[src/rtl/ptt_pkg.sv]
// ----------------------------------------------------------------------------
// ptt_pkg: shared types and codes of the process table tracker
// Function and status codes, controller command and datapath status structs.
// ----------------------------------------------------------------------------
package ptt_pkg;

  localparam int unsigned FuncW   = 3;
  localparam int unsigned IdW     = 22;
  localparam int unsigned PagesW  = 32;
  localparam int unsigned OomW    = 11;
  localparam int unsigned GenW    = 8;
  localparam int unsigned PageBW  = 17;
  localparam int unsigned MemW    = 48;
  localparam int unsigned ThrW    = 14;
  localparam int unsigned SlotW   = 8;
  localparam int unsigned CountW  = 9;
  localparam int unsigned CfgIdxW = 2;

  // Table size; slot and count widths are sized for it
  localparam int unsigned TableDepth = 256;

  localparam logic [FuncW-1:0] FuncUpdate = 3'd0;
  localparam logic [FuncW-1:0] FuncExpire = 3'd1;
  localparam logic [FuncW-1:0] FuncBegin  = 3'd2;
  localparam logic [FuncW-1:0] FuncEnd    = 3'd3;
  localparam logic [FuncW-1:0] FuncKill   = 3'd4;

  localparam logic [1:0] StatusOk       = 2'd0;
  localparam logic [1:0] StatusFull     = 2'd1;
  localparam logic [1:0] StatusNotFound = 2'd2;

  localparam logic [CfgIdxW-1:0] CfgPageBytes = 2'd0;
  localparam logic [CfgIdxW-1:0] CfgTotalMem  = 2'd1;
  localparam logic [CfgIdxW-1:0] CfgThreshold = 2'd2;

  localparam logic [MemW-1:0] Mem48Max = {MemW{1'b1}};

  // Controller to datapath commands
  typedef struct packed {
    logic start;     // latch input word, reset walk
    logic walk;      // visit current walk index
    logic finish;    // commit the operation, build result word
  } ptt_cmd_t;

  // Datapath to controller status
  typedef struct packed {
    logic walk_done; // walk index has reached its limit, hit found, or no walk is needed
    logic fin_done;  // arithmetic of finish step settled
  } ptt_sts_t;

  // Result word
  typedef struct packed {
    logic [1:0]        status;
    logic [SlotW-1:0]  slot;
    logic [IdW-1:0]    target_id;
    logic              over_limit;
    logic [MemW-1:0]   memory_bytes;
    logic [CountW-1:0] live_count;
    logic [CountW-1:0] removed_count;
  } ptt_res_t;

endpackage

[src/rtl/ptt_ctrl.sv]
// ----------------------------------------------------------------------------
// ptt_ctrl: sequencer of the process table tracker
// Takes a request word, runs the table walk, commits and hands off the result.
// ----------------------------------------------------------------------------
module ptt_ctrl (
  input  logic              clk_i,
  input  logic              rst_ni,
  input  logic              in_valid_i,
  output logic              in_ready_o,
  output logic              out_valid_o,
  input  logic              out_ready_i,
  input  ptt_pkg::ptt_sts_t sts_i,
  output ptt_pkg::ptt_cmd_t cmd_o
);

  typedef enum logic [4:0] {
    StIdle   = 5'b00001,
    StWalk   = 5'b00010,
    StFinish = 5'b00100,
    StMul    = 5'b01000,
    StOut    = 5'b10000
  } state_e;

  state_e state_q, state_d;

  // Next state
  always_comb begin
    state_d = state_q;
    unique case (state_q)
      StIdle:   if (in_valid_i) state_d = StWalk;
      StWalk:   if (sts_i.walk_done) state_d = StFinish;
      StFinish: state_d = StMul;
      StMul:    if (sts_i.fin_done) state_d = StOut;
      StOut:    if (out_ready_i) state_d = StIdle;
      default:  state_d = StIdle;
    endcase
  end

  always_ff @(posedge clk_i or negedge rst_ni) begin
    if (!rst_ni) state_q <= StIdle;
    else         state_q <= state_d;
  end

  assign in_ready_o   = (state_q == StIdle);
  assign out_valid_o  = (state_q == StOut);
  assign cmd_o.start  = (state_q == StIdle) && in_valid_i;
  assign cmd_o.walk   = (state_q == StWalk);
  assign cmd_o.finish = (state_q == StFinish);

endmodule

[config.mk]
export PLATFORM = sky130hd
export DESIGN_NAME = ptt_ctrl
export DESIGN_NICKNAME = d
export VERILOG_FILES = /design/src/rtl/ptt_pkg.sv /design/src/rtl/ptt_ctrl.sv
export SDC_FILE = /design/constraint.sdc
export NUM_CORES = 1
export LEC_CHECK = 0
export BUFFER_PORTS_ARGS = -buffer_cell sky130_fd_sc_hd__clkbuf_2
export CORE_AREA = 5 5 42 44
export DETAILED_ROUTE_END_ITERATION = 10
export DIE_AREA = 0 0 47 49
export PLACE_DENSITY = 0.54
export SETUP_SLACK_MARGIN = 0.1
export SLEW_MARGIN = 20
export SYNTH_ARGS = -nofsm -noshare
export SYNTH_HDL_FRONTEND = slang
export SYNTH_SLANG_ARGS = --single-unit
[constraint.sdc]
create_clock -name clk_i -period 1.8 [get_ports clk_i]
set_input_delay 0.36 -clock clk_i [delete_from_list [all_inputs] [get_ports clk_i]]
set_output_delay 0.36 -clock clk_i [all_outputs]
set_load 0.01 [all_outputs]
Word-level counts from Yosys, hierarchy flattened
Cells that the tools add are included.
{ "word_totals": {"register_bits": 5, "input_bits": 6, "output_inout_bits": 5, "elab_cells": 17} }
{ "op_classes": {"n_eq_ne": 9, "n_mux": 5, "reduce_logical": 2} }
{ "op_table": {"columns": ["cell", "count"], "rows": [
  ["$pmux 5 s5", 1],
  ["$mux 5", 4],
  ["$ne 2x2->1 const B", 3],
  ["$eq 5x1->1 const B", 1],
  ["$eq 5x2->1 const B", 1],
  ["$eq 5x3->1 const B", 1],
  ["$eq 5x4->1 const B", 1],
  ["$eq 5x5->1 const B", 1],
  ["$reduce_and 4->1", 1],
  ["$ne 2x1->1 const B", 1],
  ["$logic_and 1x1->1", 1]
]} }

Depth between registers and ports, before layout
{ "logic_depth": {"word_depth": 3, "depth_mapped": 4, "ltp_nobuf": 3} }

Worst setup path after synthesis
OpenSTA, ideal clock, no wires.
{ "synth_path": {"path_kind": "register to output", "from": "reg state_q[4]", "to": "out cmd_o[2] (netlist name)", "arrival_time_ns": 1.323, "required_ns": 1.440, "setup_slack_ns": 0.117, "stages_incl_launch_ff": 4, "path_buffers": 0, "cell_sequence": "dfrtp_1 > or3_1 > nor3b_2 > and2_1"} }
{ "synth_lines": {"columns": ["element", "line", "rtl"], "rows": [
  ["from (decl)", "ptt_ctrl.sv:24", "state_e state_q, state_d;"],
  ["from (signal assigned)", "ptt_ctrl.sv:40", "if (!rst_ni) state_q <= StIdle;"],
  ["from (signal assigned)", "ptt_ctrl.sv:41", "else state_q <= state_d;"],
  ["to (decl)", "ptt_ctrl.sv:13", "output ptt_pkg::ptt_cmd_t cmd_o"]
]} }

==> summary.md <==
| Metric | Value |
|---|---|
| WL per Instance | 11.2 µm |
| HP Class | input port to register |
| Final hold vios | 0 |
| Largest net degree at the start of global routing | 11 |
| Ant diodes | 0 |
| Worst slack, placed | ~0.17 ns |
| CTS tree | done |
| Fill cells | between 150 and 200 |
| Buffers added on ports | 10 |
| Final cycle utilization of the critical path | 102% |
| Crit path kind | register to output port |
| Chip height | 49 µm |
| CTS max path bufs | 2 |
| Crit path largest cell delay | approximately 0.41 ns |
| Die area | 2300 µm² |
| Clock transition at path regs | about 0.040 ns |
| Syn avg cell area | 11.2 µm² |
| Most frequent cells in the layout | clkbuf_2 (7), buf_4 (7), dfrtp_1 (4), nor4_1 (3), clkbuf_4 (3) |
| Relative slew slack | between 70% and 80% |
| Final Critical Period | 1.84 ns |
| DR vias | 310 |
| Via/cell ratio | roughly 4.8 |
| CP max-delay cell | or3_4 |
| Row count | 14 |
| Static Leakage | 0.209 nW |
| Area delta synth->final | 52.6% |
| Setup slack after layout | -0.0412 ns |
| Tot GR Track Use | about 7% |
| Outcome | finished, violations left |
| Drt pass-1 iters | 1 |
| Critical Path RT | 1.44 ns |
| Dpl hpwl | approximately 550 µm |
| RePlAce Congestion | 0.730 |
| Initial core utilization | about 22% |
| First-pass GRT wire length | ~1.2 mm |
| Latest clock arrival within the worst-skew pair | around 0.24 ns |
| Worst slew pin tran | ~0.36 ns |
| WL final | ~730 µm |
| Initial antenna violation count | 0 |
| Max-slew violations | 0 |
| RSZ-0062 raised after global routing | true |
| Max Cap Viol | 0 |
| Syn_nets | 34 |
| DIE WIDTH | approximately 47 µm |
| Crit path launch type | register |
| Initial DRC count | 0 |
| #FFs+latches synth | 5 |
| # IOs | 11 |
| Largest register FFs | 5 |
| Cells after DPL | 56 |
| Worst Skew | approximately 0.0046 ns |
| Leading registers by flop count | state_q x5 |
| Synthesized area | 314 µm² |
| Failing checks | negative setup slack |
| CP Capture Type | output port |
| Largest Register | state_q |
| Mapped Cells | 28 |
| Total gr overflow | 0 |
| Number of remaining DRC errors | 0 |
| Cell breakdown of the critical path | or3_4 -> nor3b_2 -> and2_1 -> buf_2 |
| Share of layout cells above drive strength 1 | 51.0% |
| CTS Sinks | 5 |
| Final setup fails | 2 |
| Fmax | between 0.5 and 0.6 GHz |
| TritonCTS buffer count | 3 |
| Critical path peak fanout | 3 |
| Ys Warns | 0 |
| Peak supply drop | 0.000863 V |
| Pwr Density | 1170 nW/µm² |
| Clock Tree Root | clkbuf_4 |
| Unique masters post-synth | 18 |
| CP arrival | between 1 and 1.5 ns |
| Vias in the first global route | between 200 and 300 |
| Post-route antenna net violation count | 0 |
| Fin cells | 65 |
| Final #Nets | 56 |
| H-tree Lvls | 1 |
| Core area | between 1000 and 1500 µm² |
| Sequential area share after synthesis | between 40% and 50% |
-- kinds of logic (layout without fill, tap and decap cells) --
family	Yosys count	in the layout	share of synthesized area, %
AND/OR/NAND/NOR	16	16	37.8
AO/OA/AOI/OAI	5	5	19.1
flip-flops	5	5	40.2
buffers and inverters	2	23	2.79
-- Yosys cell counts, drive strengths merged --
cell type  count  area (µm²)
nor3b          2        25.0
nand3b         2        15.0
dfrtp          4         100
a21oi          1        5.00
buf            1        5.00
or2b           1        7.51
inv            1        3.75
or3            1        6.26
dfstp          1        26.3
or3b           2        17.5
a2111oi        3        46.3
nand2b         2        12.5
nand2          1        3.75
nor4           3        18.8
o22a           1        8.76
and2           2        12.5
-- stage by stage --
step	instance area, µm²	hold slack (ns)	TNS [ns]	total power [mW]	util [%]
floorplan	314	0.0644	0	0.309	-
detailed placement	402	0.179	0	0.383	28.7
finish	479	0.338	-0.0414	0.562	34.2
CTS	443	0.333	-0.0399	0.515	31.6
global placement	402	0.180	0	0.382	28.7
global route	479	0.339	-0.183	0.605	34.2
-- where the power goes --
group          switching (mW)  leakage (nW)  internal (mW)  total, mW
Combinational          0.0825         0.129          0.141      0.223
Sequential             0.0679        0.0651          0.146      0.214
Clock                  0.0412        0.0150         0.0835      0.125
Total                   0.192         0.209          0.370      0.562
-- metal layers --
| layer | share of wire (%) | up-vias | global-route usage, % |
|---|---|---|---|
| met2 | 57 | 4 | 12.4 |
| li1 | - | 150 | - |
| met3 | 3.1 | 0 | 3.32 |
| met1 | 40 | 156 | 7.40 |
| met4 | 0 | 0 | 0 |
| met5 | 0 | - | 0 |
-- final timing paths --
| kind | start | to | slack [ns] | cells past startpoint |
|---|---|---|---|---|
| worst max-delay path | state_q[2] | cmd_o[2] | -0.04 | 4 |
| worst min-delay path | out_ready_i | state_q[0] | 0.34 | 3 |
| worst max register to register | state_q[2] | state_q[0] | 0.28 | 4 |
| worst min register to register | state_q[2] | state_q[4] | 0.57 | 2 |
| max in group asynchronous | rst_ni | state_q[0] | 1.12 | 2 |
| min in group asynchronous | rst_ni | state_q[3] | 0.47 | 2 |
-- worst max-delay path: cells and delay by family, from the launching register on --
| kind | cells | cell delay (ns) |
|---|---|---|
| and+or+nand+nor | 3 | 0.75 |
| buffers and inverters | 1 | 0.12 |
| DFF | 1 | 0.37 |
-- area by class of cell --
cell class	count	area, µm²	share of cell area, %
Sequential cell	5	126	26.4
Inverter	1	3.75	0.783
Tap cell	16	20.0	4.18
Multi-Input combinational cell	21	184	38.4
Clock buffer	4	26.3	5.48
Timing Repair Buffer	18	119	24.8
-- repair_timing --
item	in CTS	in global routing
endpoints found under the setup margin	4	4
gates resized for setup	1	4
buffers inserted	0	4
endpoints found under the hold margin	4	0
hold buffers	1	0
pin swaps	0	3
Note: power is estimated with default switching activity, not from simulation.
